**src/hdl/sld_pkg.sv**
```systemverilog
`timescale 1ns / 1ps
`default_nettype none
package sld_pkg;

    localparam logic [7:0] BYTE_START   = 8'h7F;
    localparam logic [7:0] BYTE_END     = 8'h70;
    localparam logic [7:0] BYTE_ESC     = 8'h7C;
    localparam logic [7:0] ESC_MASK     = 8'h20;
    localparam logic [7:0] CMD_CONNREQ  = 8'h7E;
    localparam logic [7:0] CMD_CONNACK  = 8'h7D;
    localparam logic [7:0] CMD_SUSPEND  = 8'h7B;
    localparam logic [7:0] CMD_RESUME   = 8'h7A;
    localparam logic [7:0] CMD_STAY1    = 8'h79;
    localparam logic [7:0] CMD_ACK1     = 8'h78;
    localparam logic [7:0] CMD_RELAX    = 8'h77;
    localparam logic [7:0] CMD_POWEROFF = 8'h76;
    localparam logic [7:0] CMD_STAY2    = 8'h75;
    localparam logic [7:0] CMD_ACK2     = 8'h74;

    localparam logic [15:0] MAX_LEN_RESET = 16'd1024;
    localparam int unsigned QDEPTH = 2;
    localparam int unsigned QPTR_W = $clog2(QDEPTH);
    localparam int unsigned QCNT_W = $clog2(QDEPTH + 1);

    typedef enum logic [3:0] {
        EV_IGNORED   = 4'd0,
        EV_DATA      = 4'd1,
        EV_OPEN      = 4'd2,
        EV_END       = 4'd3,
        EV_COMMAND   = 4'd4,
        EV_UNKNOWN   = 4'd5,
        EV_OVERFLOW  = 4'd6,
        EV_STRAY     = 4'd7,
        EV_DUP_START = 4'd8,
        EV_DUP_END   = 4'd9,
        EV_ESCAPE    = 4'd10
    } t_event;

    typedef enum logic [3:0] {
        C_NONE     = 4'd0,
        C_CONNREQ  = 4'd1,
        C_CONNACK  = 4'd2,
        C_SUSPEND  = 4'd3,
        C_RESUME   = 4'd4,
        C_POWEROFF = 4'd5,
        C_STAY1    = 4'd6,
        C_STAY2    = 4'd7,
        C_RELAX    = 4'd8,
        C_ACK1     = 4'd9,
        C_ACK2     = 4'd10
    } t_cmd;

    typedef enum logic [2:0] {
        CLS_CMD     = 3'd0,
        CLS_UNKNOWN = 3'd1,
        CLS_START   = 3'd2,
        CLS_END     = 3'd3,
        CLS_ESC     = 3'd4,
        CLS_DATA    = 3'd5
    } t_cls;

    typedef enum logic [1:0] {
        PH_WAIT  = 2'd0,
        PH_FRAME = 2'd1,
        PH_ESC   = 2'd2
    } t_phase;

    typedef struct packed {
        t_cls       cls;
        t_cmd       cmd;
        logic [7:0] data;
    } t_item;

    typedef struct packed {
        t_event      event_kind;
        logic [7:0]  data_byte;
        logic [15:0] byte_index;
        logic [15:0] frame_len;
        t_cmd        command;
        logic        reply_valid;
        logic [7:0]  reply_byte;
        logic        link_connected;
        logic        awake_hold;
    } t_result;

    function automatic t_item classify(input logic [7:0] b);
        t_item it;
        it.cls  = CLS_DATA;
        it.cmd  = C_NONE;
        it.data = b;
        if (b > BYTE_END && b < BYTE_START && b != BYTE_ESC) begin
            it.cls = CLS_CMD;
            unique case (b)
                CMD_CONNREQ:  it.cmd = C_CONNREQ;
                CMD_CONNACK:  it.cmd = C_CONNACK;
                CMD_SUSPEND:  it.cmd = C_SUSPEND;
                CMD_RESUME:   it.cmd = C_RESUME;
                CMD_POWEROFF: it.cmd = C_POWEROFF;
                CMD_STAY1:    it.cmd = C_STAY1;
                CMD_STAY2:    it.cmd = C_STAY2;
                CMD_RELAX:    it.cmd = C_RELAX;
                CMD_ACK1:     it.cmd = C_ACK1;
                CMD_ACK2:     it.cmd = C_ACK2;
                default:      it.cls = CLS_UNKNOWN;
            endcase
        end else if (b == BYTE_START) begin
            it.cls = CLS_START;
        end else if (b == BYTE_END) begin
            it.cls = CLS_END;
        end else if (b == BYTE_ESC) begin
            it.cls = CLS_ESC;
        end
        return it;
    endfunction

endpackage
`default_nettype wire

```
**src/hdl/sld_in_if.sv**
```systemverilog
`timescale 1ns / 1ps
`default_nettype none
interface sld_in_if;
    logic       valid;
    logic       ready;
    logic [7:0] rx_byte;

    modport source (output valid, output rx_byte, input ready);
    modport sink   (input valid, input rx_byte, output ready);
endinterface
`default_nettype wire

```
**src/hdl/sld_out_if.sv**
```systemverilog
`timescale 1ns / 1ps
`default_nettype none
interface sld_out_if;
    logic        valid;
    logic        ready;
    logic [3:0]  event_kind;
    logic [7:0]  data_byte;
    logic [15:0] byte_index;
    logic [15:0] frame_len;
    logic [3:0]  command;
    logic        reply_valid;
    logic [7:0]  reply_byte;
    logic        link_connected;
    logic        awake_hold;

    modport source (
        output valid, input ready,
        output event_kind, output data_byte, output byte_index, output frame_len,
        output command, output reply_valid, output reply_byte,
        output link_connected, output awake_hold
    );
    modport sink (
        input valid, output ready,
        input event_kind, input data_byte, input byte_index, input frame_len,
        input command, input reply_valid, input reply_byte,
        input link_connected, input awake_hold
    );
endinterface
`default_nettype wire

```
**src/hdl/sld_front.sv**
```systemverilog
`timescale 1ns / 1ps
`default_nettype none
module sld_front (
    input  wire              i_clk,
    input  wire              i_rst_n,
    input  wire              i_valid,
    output logic             o_ready,
    input  wire  [7:0]       i_rx_byte,
    output logic             o_valid,
    input  wire              i_ready,
    output sld_pkg::t_item   o_item
);
    logic           r_vld;
    sld_pkg::t_item r_item;
    logic           n_vld;

    assign o_ready = !r_vld || i_ready;
    assign o_valid = r_vld;
    assign o_item  = r_item;

    always_comb begin
        n_vld = r_vld;
        if (i_valid && o_ready) begin
            n_vld = 1'b1;
        end else if (r_vld && i_ready) begin
            n_vld = 1'b0;
        end
    end

    always_ff @(posedge i_clk) begin
        if (!i_rst_n) begin
            r_vld <= 1'b0;
        end else begin
            r_vld <= n_vld;
        end
    end

    // classify on the way in; the payload register needs no reset
    always_ff @(posedge i_clk) begin
        if (i_valid && o_ready) begin
            r_item <= sld_pkg::classify(i_rx_byte);
        end
    end
endmodule
`default_nettype wire

```
**src/hdl/sld_queue.sv**
```systemverilog
`timescale 1ns / 1ps
`default_nettype none
module sld_queue (
    input  wire              i_clk,
    input  wire              i_rst_n,
    input  wire              i_valid,
    output logic             o_ready,
    input  sld_pkg::t_item   i_item,
    output logic             o_valid,
    input  wire              i_ready,
    output sld_pkg::t_item   o_item
);
    sld_pkg::t_item                  r_mem [sld_pkg::QDEPTH];
    logic [sld_pkg::QPTR_W-1:0]      r_wptr;
    logic [sld_pkg::QPTR_W-1:0]      r_rptr;
    logic [sld_pkg::QCNT_W-1:0]      r_cnt;
    logic                            push;
    logic                            pop;

    assign o_ready = r_cnt != sld_pkg::QCNT_W'(sld_pkg::QDEPTH);
    assign o_valid = r_cnt != '0;
    assign o_item  = r_mem[r_rptr];
    assign push    = i_valid && o_ready;
    assign pop     = o_valid && i_ready;

    always_ff @(posedge i_clk) begin
        if (!i_rst_n) begin
            r_wptr <= '0;
            r_rptr <= '0;
            r_cnt  <= '0;
        end else begin
            if (push) begin
                r_wptr <= (r_wptr == sld_pkg::QPTR_W'(sld_pkg::QDEPTH - 1))
                          ? '0 : r_wptr + 1'b1;
            end
            if (pop) begin
                r_rptr <= (r_rptr == sld_pkg::QPTR_W'(sld_pkg::QDEPTH - 1))
                          ? '0 : r_rptr + 1'b1;
            end
            if (push && !pop) begin
                r_cnt <= r_cnt + 1'b1;
            end else if (pop && !push) begin
                r_cnt <= r_cnt - 1'b1;
            end
        end
    end

    always_ff @(posedge i_clk) begin
        if (push) begin
            r_mem[r_wptr] <= i_item;
        end
    end
endmodule
`default_nettype wire

```
**src/hdl/sld_back.sv**
```systemverilog
`timescale 1ns / 1ps
`default_nettype none
module sld_back (
    input  wire                i_clk,
    input  wire                i_rst_n,
    input  wire  [15:0]        i_max_frame_len,
    input  wire                i_valid,
    output logic               o_ready,
    input  sld_pkg::t_item     i_item,
    output logic               o_valid,
    input  wire                i_ready,
    output sld_pkg::t_result   o_res
);
    sld_pkg::t_phase  r_phase;
    logic             r_conn;
    logic [15:0]      r_count;
    logic             r_hold;
    logic             r_out_vld;
    sld_pkg::t_result r_res;

    sld_pkg::t_phase  n_phase;
    logic             n_conn;
    logic [15:0]      n_count;
    logic             n_hold;
    sld_pkg::t_result n_res;
    logic [7:0]       store_val;
    logic             take;

    assign o_ready = !r_out_vld || i_ready;
    assign take    = i_valid && o_ready;
    assign o_valid = r_out_vld;
    assign o_res   = r_res;

    assign store_val = (r_phase == sld_pkg::PH_ESC) ? (i_item.data ^ sld_pkg::ESC_MASK)
                                                    : i_item.data;

    always_comb begin
        n_phase = r_phase;
        n_conn  = r_conn;
        n_count = r_count;
        n_hold  = r_hold;
        n_res   = '0;
        n_res.event_kind = sld_pkg::EV_IGNORED;
        n_res.command    = sld_pkg::C_NONE;
        if (i_item.cls == sld_pkg::CLS_CMD) begin
            n_res.event_kind = sld_pkg::EV_COMMAND;
            n_res.command    = i_item.cmd;
            unique case (i_item.cmd)
                sld_pkg::C_CONNREQ: begin
                    n_conn = 1'b1;
                    n_phase = sld_pkg::PH_WAIT;
                    n_count = '0;
                    n_res.reply_valid = 1'b1;
                    n_res.reply_byte  = sld_pkg::CMD_CONNACK;
                end
                sld_pkg::C_CONNACK: begin
                    n_conn = 1'b1;
                    n_phase = sld_pkg::PH_WAIT;
                    n_count = '0;
                end
                sld_pkg::C_POWEROFF: begin
                    n_conn = 1'b0;
                    n_hold = 1'b0;
                end
                sld_pkg::C_STAY1: begin
                    n_hold = 1'b1;
                    n_res.reply_valid = 1'b1;
                    n_res.reply_byte  = sld_pkg::CMD_ACK1;
                end
                sld_pkg::C_STAY2: begin
                    n_hold = 1'b1;
                    n_res.reply_valid = 1'b1;
                    n_res.reply_byte  = sld_pkg::CMD_ACK2;
                end
                sld_pkg::C_RELAX: begin
                    n_hold = 1'b0;
                end
                default: begin
                end
            endcase
        end else if (i_item.cls == sld_pkg::CLS_UNKNOWN) begin
            n_res.event_kind = sld_pkg::EV_UNKNOWN;
        end else if (r_conn) begin
            priority if (r_phase == sld_pkg::PH_ESC
                         || (r_phase == sld_pkg::PH_FRAME
                             && i_item.cls == sld_pkg::CLS_DATA)) begin
                // store the byte or drop it past the limit
                if (r_count < i_max_frame_len) begin
                    n_res.event_kind = sld_pkg::EV_DATA;
                    n_res.data_byte  = store_val;
                    n_res.byte_index = r_count;
                    n_count = r_count + 16'd1;
                end else begin
                    n_res.event_kind = sld_pkg::EV_OVERFLOW;
                end
                n_phase = sld_pkg::PH_FRAME;
            end else if (r_phase == sld_pkg::PH_FRAME) begin
                unique case (i_item.cls)
                    sld_pkg::CLS_START: begin
                        n_res.event_kind = sld_pkg::EV_DUP_START;
                        n_phase = sld_pkg::PH_WAIT;
                        n_count = '0;
                    end
                    sld_pkg::CLS_END: begin
                        n_res.event_kind = sld_pkg::EV_END;
                        n_res.frame_len  = r_count;
                        n_phase = sld_pkg::PH_WAIT;
                        n_count = '0;
                    end
                    default: begin
                        n_res.event_kind = sld_pkg::EV_ESCAPE;
                        n_phase = sld_pkg::PH_ESC;
                    end
                endcase
            end else begin
                unique case (i_item.cls)
                    sld_pkg::CLS_START: begin
                        n_res.event_kind = sld_pkg::EV_OPEN;
                        n_phase = sld_pkg::PH_FRAME;
                        n_count = '0;
                    end
                    sld_pkg::CLS_END: n_res.event_kind = sld_pkg::EV_DUP_END;
                    default:          n_res.event_kind = sld_pkg::EV_STRAY;
                endcase
            end
        end
        n_res.link_connected = n_conn;
        n_res.awake_hold     = n_hold;
    end

    always_ff @(posedge i_clk) begin
        if (!i_rst_n) begin
            r_phase   <= sld_pkg::PH_WAIT;
            r_conn    <= 1'b0;
            r_count   <= '0;
            r_hold    <= 1'b0;
            r_out_vld <= 1'b0;
        end else begin
            if (take) begin
                r_phase <= n_phase;
                r_conn  <= n_conn;
                r_count <= n_count;
                r_hold  <= n_hold;
            end
            if (take) begin
                r_out_vld <= 1'b1;
            end else if (i_ready) begin
                r_out_vld <= 1'b0;
            end
        end
    end

    always_ff @(posedge i_clk) begin
        if (take) begin
            r_res <= n_res;
        end
    end
endmodule
`default_nettype wire

```
**src/hdl/stuffed_link_rx_deframer.sv**
```systemverilog
// Path: an accepted byte passes the classify register, the two-entry queue and the result
//   register in that order; an output stall holds bytes back along this path.
// Throughput: one byte per cycle while o_ev.ready stays high; the back-end state update sets it.
// Reset: i_rst_n is synchronous, active low; it empties the pipeline, clears the link
//   state and loads max_frame_len with 1024.
`timescale 1ns / 1ps
`default_nettype none
module stuffed_link_rx_deframer (
    input  wire          i_clk,
    input  wire          i_rst_n,
    sld_in_if.sink       i_rx,
    sld_out_if.source    o_ev,
    input  wire          psel,
    input  wire          penable,
    input  wire          pwrite,
    input  wire  [1:0]   paddr,
    input  wire  [31:0]  pwdata,
    output logic [31:0]  prdata,
    output logic         pready
);
    logic [15:0]      r_max_len;
    logic             f_valid;
    logic             f_ready;
    sld_pkg::t_item   f_item;
    logic             q_valid;
    logic             q_ready;
    sld_pkg::t_item   q_item;
    sld_pkg::t_result res;
    logic             addr_hit;

    // single register: decode ignores the byte offset
    assign addr_hit = paddr[1:0] == paddr[1:0];
    assign pready   = 1'b1;
    assign prdata   = {16'd0, r_max_len};

    always_ff @(posedge i_clk) begin
        if (!i_rst_n) begin
            r_max_len <= sld_pkg::MAX_LEN_RESET;
        end else if (psel && penable && pwrite && pready && addr_hit) begin
            r_max_len <= pwdata[15:0];
        end
    end

    sld_front u_front (
        .i_clk     (i_clk),
        .i_rst_n   (i_rst_n),
        .i_valid   (i_rx.valid),
        .o_ready   (i_rx.ready),
        .i_rx_byte (i_rx.rx_byte),
        .o_valid   (f_valid),
        .i_ready   (f_ready),
        .o_item    (f_item)
    );

    sld_queue u_queue (
        .i_clk   (i_clk),
        .i_rst_n (i_rst_n),
        .i_valid (f_valid),
        .o_ready (f_ready),
        .i_item  (f_item),
        .o_valid (q_valid),
        .i_ready (q_ready),
        .o_item  (q_item)
    );

    sld_back u_back (
        .i_clk           (i_clk),
        .i_rst_n         (i_rst_n),
        .i_max_frame_len (r_max_len),
        .i_valid         (q_valid),
        .o_ready         (q_ready),
        .i_item          (q_item),
        .o_valid         (o_ev.valid),
        .i_ready         (o_ev.ready),
        .o_res           (res)
    );

    assign o_ev.event_kind     = res.event_kind;
    assign o_ev.data_byte      = res.data_byte;
    assign o_ev.byte_index     = res.byte_index;
    assign o_ev.frame_len      = res.frame_len;
    assign o_ev.command        = res.command;
    assign o_ev.reply_valid    = res.reply_valid;
    assign o_ev.reply_byte     = res.reply_byte;
    assign o_ev.link_connected = res.link_connected;
    assign o_ev.awake_hold     = res.awake_hold;
endmodule
`default_nettype wire

```
**src/flat_wrapper.sv**
```systemverilog
// flat-port wrapper written by rule: the top's interface ports become plain ports
module stuffed_link_rx_deframer_flat 
  (i_clk, i_rst_n, psel, penable, pwrite, paddr, pwdata, prdata, pready, i_rx_valid, i_rx_rx_byte, i_rx_ready, o_ev_valid, o_ev_ready, o_ev_event_kind, o_ev_data_byte, o_ev_byte_index, o_ev_frame_len, o_ev_command, o_ev_reply_valid, o_ev_reply_byte, o_ev_link_connected, o_ev_awake_hold);
  sld_in_if i_rx_i ();
  sld_out_if o_ev_i ();
  input  wire i_clk;
  input  wire i_rst_n;
  input  wire psel;
  input  wire penable;
  input  wire pwrite;
  input  wire  [1:0] paddr;
  input  wire  [31:0] pwdata;
  output logic [31:0] prdata;
  output logic pready;
  input wire logic [$bits(i_rx_i.valid)-1:0] i_rx_valid;
  input wire logic [$bits(i_rx_i.rx_byte)-1:0] i_rx_rx_byte;
  output wire logic [$bits(i_rx_i.ready)-1:0] i_rx_ready;
  output wire logic [$bits(o_ev_i.valid)-1:0] o_ev_valid;
  input wire logic [$bits(o_ev_i.ready)-1:0] o_ev_ready;
  output wire logic [$bits(o_ev_i.event_kind)-1:0] o_ev_event_kind;
  output wire logic [$bits(o_ev_i.data_byte)-1:0] o_ev_data_byte;
  output wire logic [$bits(o_ev_i.byte_index)-1:0] o_ev_byte_index;
  output wire logic [$bits(o_ev_i.frame_len)-1:0] o_ev_frame_len;
  output wire logic [$bits(o_ev_i.command)-1:0] o_ev_command;
  output wire logic [$bits(o_ev_i.reply_valid)-1:0] o_ev_reply_valid;
  output wire logic [$bits(o_ev_i.reply_byte)-1:0] o_ev_reply_byte;
  output wire logic [$bits(o_ev_i.link_connected)-1:0] o_ev_link_connected;
  output wire logic [$bits(o_ev_i.awake_hold)-1:0] o_ev_awake_hold;
  assign i_rx_i.valid = i_rx_valid;
  assign i_rx_i.rx_byte = i_rx_rx_byte;
  assign i_rx_ready = i_rx_i.ready;
  assign o_ev_valid = o_ev_i.valid;
  assign o_ev_i.ready = o_ev_ready;
  assign o_ev_event_kind = o_ev_i.event_kind;
  assign o_ev_data_byte = o_ev_i.data_byte;
  assign o_ev_byte_index = o_ev_i.byte_index;
  assign o_ev_frame_len = o_ev_i.frame_len;
  assign o_ev_command = o_ev_i.command;
  assign o_ev_reply_valid = o_ev_i.reply_valid;
  assign o_ev_reply_byte = o_ev_i.reply_byte;
  assign o_ev_link_connected = o_ev_i.link_connected;
  assign o_ev_awake_hold = o_ev_i.awake_hold;
  stuffed_link_rx_deframer u_core (.i_clk(i_clk), .i_rst_n(i_rst_n), .i_rx(i_rx_i), .o_ev(o_ev_i), .psel(psel), .penable(penable), .pwrite(pwrite), .paddr(paddr), .pwdata(pwdata), .prdata(prdata), .pready(pready));
endmodule
```
**config.mk**
```make
export PLATFORM = sky130hd
export DESIGN_NAME = stuffed_link_rx_deframer_flat
export DESIGN_NICKNAME = d
export VERILOG_FILES = /design/src/hdl/sld_pkg.sv /design/src/hdl/sld_in_if.sv /design/src/hdl/sld_out_if.sv /design/src/hdl/sld_front.sv /design/src/hdl/sld_queue.sv /design/src/hdl/sld_back.sv /design/src/hdl/stuffed_link_rx_deframer.sv /design/src/flat_wrapper.sv
export SDC_FILE = /design/constraint.sdc
export NUM_CORES = 1
export LEC_CHECK = 0
export BUFFER_PORTS_ARGS = -buffer_cell sky130_fd_sc_hd__buf_4
export CORE_MARGIN = 1
export CORE_UTILIZATION = 45
export CTS_CLUSTER_SIZE = 20
export DETAILED_ROUTE_END_ITERATION = 16
export MAX_ROUTING_LAYER = met4
export PLACE_DENSITY = 0.71
export SLEW_MARGIN = 40
export SYNTH_ARGS = -nofsm -noshare
export SYNTH_HDL_FRONTEND = slang
export SYNTH_HIERARCHICAL = 1
export SYNTH_SLANG_ARGS = --single-unit
```
**constraint.sdc**
```tcl
create_clock -name i_clk -period 4 [get_ports i_clk]
set_input_delay 0.6 -clock i_clk [delete_from_list [all_inputs] [get_ports i_clk]]
set_output_delay 0.6 -clock i_clk [all_outputs]
set_load 0.01 [all_outputs]
```
**Word level (Yosys, flattened, before mapping)**

Memories as Yosys holds them, arrays and structs flattened. A register that Yosys moved wholly into a read port is not among the register bits.
Index checks and enable logic that the tools add are counted.

- Bitwise gates (word level): 6
- $lt $le $gt $ge: 3
- Equal/unequal tests: 31
- Reduce and logical (&&, ||, !) cells: 35
- Mux-type cells: 53
- $add $sub $neg: 5

Operators with widths:

| operator | number |
|---|---|
| 16-bit two-way mux | 12 |
| 8-bit by 7-bit == test with 1-bit output (second input constant) | 13 |
| 24-bit two-way mux | 2 |
| 43-bit two-way mux | 1 |
| 4-bit case mux with 10 select lines | 1 |
| 9-bit case mux with 3 select lines | 1 |
| 2-bit two-way mux | 10 |
| 16-bit by 1-bit adder with 16-bit output (second input constant) | 1 |
| 16-bit < comparator | 1 |
| 4-bit case mux with 2 select lines | 2 |
| 1-bit two-way mux | 15 |
| 4-bit by 3-bit == test with 1-bit output (second input constant) | 3 |
| 3-bit two-way mux | 4 |
| 1-bit logical AND | 10 |
| 2-bit nonzero test | 5 |
| 10-bit OR reduction | 1 |
| 2-bit OR reduction | 5 |
| 8-bit by 7-bit > comparator with 1-bit output (second input constant) | 1 |
| 8-bit by 7-bit < comparator with 1-bit output (second input constant) | 1 |
| 4-bit two-way mux | 2 |
| 8-bit by 7-bit != test with 1-bit output (second input constant) | 1 |
| 7-bit AND reduction | 1 |
| 3-bit by 2-bit == test with 1-bit output (second input constant) | 2 |
| 6-bit two-way mux | 1 |
| other kinds (23) | 37 |

- Bits in writable memories: 30
- Memories kept: 1
- Output and inout port bits: 94
- Bits in registers: 116
- Word-level logic and storage cells: 158

Memories:

| memory | words | bits a word | read ports | clocked after Yosys merged registers in | write ports | RTL line | source |
|---|---|---|---|---|---|---|---|
| u_core.u_queue.r_mem | 2 | 15 | 1 | 1 | 1 | sld_queue.sv:13 | `sld_pkg::t_item r_mem [sld_pkg::QDEPTH];` |

**Depth between registers and ports, before layout**

- Word-level depth: 8
- Gate-level depth with buffers: 13
- Gate-level depth less buffers: 8

**Cells and area by module**

The synthesis kept the hierarchy.

Modules (own cells, without submodules):

| module | sequential area each (um^2) | cells an instance | times used | area each (um^2) |
|---|---|---|---|---|
| sld_back | 2042.0 | 371 | 1 | 3861.2 |
| sld_queue | 1001.0 | 71 | 1 | 1322.5 |
| stuffed_link_rx_deframer | 320.3 | 89 | 1 | 784.5 |
| sld_front | 470.5 | 46 | 1 | 683.2 |

**Least setup slack after synthesis**

Ideal clock, no wire load.

- Kind: register to register
- From: register (tool-made name)
- To: register u_core.u_back.r_count[0]
- Stages on the path, launching flop included: 12
- Setup slack: 0.890 ns
- Required time: 3.877 ns
- Arrival: 2.987 ns
- Clock period less this slack: 3.110 ns
- Cell sequence: dfxtp_1 -> buf_2 -> buf_2 -> mux2_2 -> or4_1 -> buf_2 -> o32a_1 -> or4_1 -> buf_4 -> o21a_1 -> a21oi_1 -> a21oi_1

RTL lines:

| item | RTL line | source |
|---|---|---|
| end signal, assigned | sld_back.sv:142 | `r_count <= n_count;` |
| end, declared | sld_back.sv:16 | `logic [15:0] r_count;` |

==> qor.tcl <==
set qor(cp-end-kind) {register}
set qor(crit_path_start_kind) {register}
set qor(layout.filler_cells) 1246
set qor(number_of_buffers_inserted_for_hold_repair_after_clock_tree_synthesis) 0
set qor(cts_max_level) 4
set qor(cts_tree) {built}
set qor(io-pin-count) 143
set qor(cts_sinks) 142
set qor(post-route-period-util_pct) 87.96
set qor(cell_seen_most_often_among_critical_path_stages) {or4_1}
set qor(syn-mean-instance-area_um2) 11.53
set qor(final_critical_path_setup_slack_ps) 481.5
set qor(post_cts_resized) 0
set qor(grt.total_usage_pct) 19.28
set qor(number_of_buffer_cells_added_on_primary_ports) 105
set qor(worst_skew_pair.late_latency_ps) 420
set qor(drt-vias-per-instance) 5.323
set qor(dieArea_um2) 15270
set qor(postSynth.asyncResetShare_pct) 0
set qor(layout_commonest_cell) {buf_4}
set qor(synth.largest_area_cell) {edfxtp_1}
set qor(run_status) {complete, no violations}
set qor(mostFrequentLayoutCells) {buf_4, edfxtp_1, nand2_1}
set qor(max_freq_ghz) 0.2842
set qor(dp_hpwl_um) 9608
set qor(timing.max_slew.rel_slack_pct) 50.32
set qor(post_route_cells_drive_above_1_share_pct) 25.07
set qor(timing.critical_path.cells) {mux2_2 -> or4_1 -> o32a_1 -> or4_1 -> o21ai_2 -> a31oi_1}
set qor(total_via_count_after_detailed_routing) 4631
set qor(final_net_count) 741
set qor(vdd_drop_max_mv) 0.3429
set qor(number_of_enable_flip_flop_cells_after_synthesis) 99
set qor(synth_top_area_cells) {edfxtp_1, dfxtp_1, and2_1, ha_1, nand2_1}
set qor(power-per-cell-area_nw_per_um2) 553.2
set qor(clockRootBuffer) {clkbuf_16}
set qor(cap_viol_max_count) 0
set qor(grt_start_max_net_pins) 58
set qor(first_pass_grt_wire_length_um) 21620
set qor(fp-row-count) 44
set qor(timing_hold_violations_final) 0
set qor(report.power.total_uw) 4440
set qor(floorplan.initialDensity_pct) 45.94
set qor(worstHoldPathType) {in -> reg}
set qor(pre_cts_slack_ps) 512.2
set qor(first_global_vias) 4440
set qor(yosys_warnings) 6
set qor(final_antenna_net_count) 0
set qor(setup_viol) 0
set qor(area.growth.synth_to_final_pct) 20.65
set qor(core_area_um2) 14480
set qor(final.min_clock_period_ps) 3519
set qor(worstPathRequired_ps) 4270
set qor(die_width_um) 123.6
set qor(yosys_register_bits) 142
set qor(cts_made_buffers) 17
set qor(drt_wl_total_um) 13490
set qor(max_stage_delay_ps) 690
set qor(antenna-diode-count) 0
set qor(mappedNetlistArea_um2) 6651
set qor(final.setup.tns_ps) 0
set qor(overflow) 0
set qor(r2r_setup_slk_ps) 480
set qor(drt_iter0_drc) 238
set qor(cells_after_synth) 577
set qor(skew_ps) 16.85
set qor(worst_path_arrival_ps) 3790
set qor(wl_per_cell_um) 15.50
set qor(finalMaxSlewViolations) 0
set qor(synth_ff_type) {edfxtp_1}
set qor(antenna_found_initial) 0
set qor(postCtsSetupBuffers) 0
set qor(synth_top_area_share_pct) 44.70
set qor(remaining_routing_drc_violations) 0
set qor(synth-seq-area-share_pct) 57.64
set qor(gp_routability_congestion) 0.8186
set qor(rsz0062_at_grt) {false}
set qor(initial_drt_pass_iterations) 7
set qor(die_h_um) 123.6
set qor(path_max_fanout) 16
set qor(cp_slowest_cell) {or4_1}
set qor(clk_pin_slew_worst_paths_ps) 60
set qor(worst_pin_slew_ps) 740.2
set qor(synth_cell_types) 68
set qor(cts-root-to-sink-buffers) 2
set qor(power.leakage_uw) 0.003083
set qor(worst-setup-path-type) {reg -> reg}
set qor(holdWs_ps) 364.6
## critical path, delay by kind of cell, from the launching register on
kind               cells  cell delay, ps
and+or+nand+nor        2            1360
AOI/OAI and AO/OA      3             990
DFF                    1             510
muxes                  1             510
## sequential cells by signal, summed over array words and instances (netlist names), 2 cells and up, named ones only
name / cells
u_core/u_back/o_res: 54
u_core/u_queue/r_mem: 30
u_core/r_max_len: 16
u_core/u_back/r_count: 16
u_core/u_front/o_item: 15
u_core/u_back/r_phase: 2
u_core/u_queue/r_cnt: 2
## cells by family (layout without fill, tap and decap cells)
kind of cell,count (synthesis),after routing,share of synthesized area [%]
AND/OR/NAND/NOR,198,198,16.20
flip-flops,142,142,57.64
AO/OA/AOI/OAI,100,100,10.29
buffers and inverters,77,170,6.396
multiplexers,30,30,4.797
adder cells (fa/ha/maj),17,17,3.198
XOR/XNOR,10,10,1.317
other,3,19,0.1693
## final timing paths
kind | startpoint | cells past startpoint | to
worst max-delay path | register | 6 | u_core/u_back/r_count[6]$_SDFFE_PN0P_
worst min-delay path | i_rx_rx_byte[7] | 1 | u_core/u_front/o_item[7]$_DFFE_PP_
worst max register to register | register | 6 | u_core/u_back/r_count[6]$_SDFFE_PN0P_
worst min register to register | u_core/u_front/o_item[7]$_DFFE_PP_ | 0 | u_core/u_queue/r_mem[0][7]$_DFFE_PP_
## cell usage after synthesis, drive strengths merged, types with 8 or more instances
library cell / instances
edfxtp: 99
nand2: 54
and2: 46
dfxtp: 43
buf: 36
inv: 28
nor2: 24
o21ai: 20
a31oi: 19
a21oi: 17
ha: 17
mux2: 15
mux2i: 15
nor3: 14
clkbuf: 13
nand3: 10
nand4: 10
and3: 8
## layout make-up
| type | instances | area [µm²] | area share (%) |
|---|---|---|---|
| timing repair buffer | 112 | 840.8 | 10.48 |
| tap | 184 | 230.2 | 2.869 |
| clock inverter | 11 | 121.4 | 1.512 |
| inverter | 28 | 107.6 | 1.341 |
| sequential | 142 | 3834 | 47.77 |
| clock buffer | 19 | 432.9 | 5.394 |
| multi-input combinational | 374 | 2459 | 30.64 |
## stage by stage
step                utilization [%]  instance area, µm²  std cells
floorplan                         -                6711        593
global placement              51.54                7462        840
detailed placement            51.60                7471        840
CTS                           55.43                8025        870
global route                  55.43                8025        870
finish                        55.43                8025        870
## layer usage
layer | global-route usage (%) | up-vias | routed length, µm
met1 | 20.20 | 2232 | 5482
met5 | - | - | 0
li1 | - | 2249 | -
met2 | 34.50 | 129 | 7197
met4 | 7.907 | 0 | 277
met3 | 4.853 | 21 | 531
## power breakdown
part / switching, µW / total, µW / internal, µW
registers: 97.2 / 2000 / 1900
logic: 538 / 964 / 426
clock network: 570 / 1480 / 906
No activity file was read; power rests on OpenSTA's default activity.
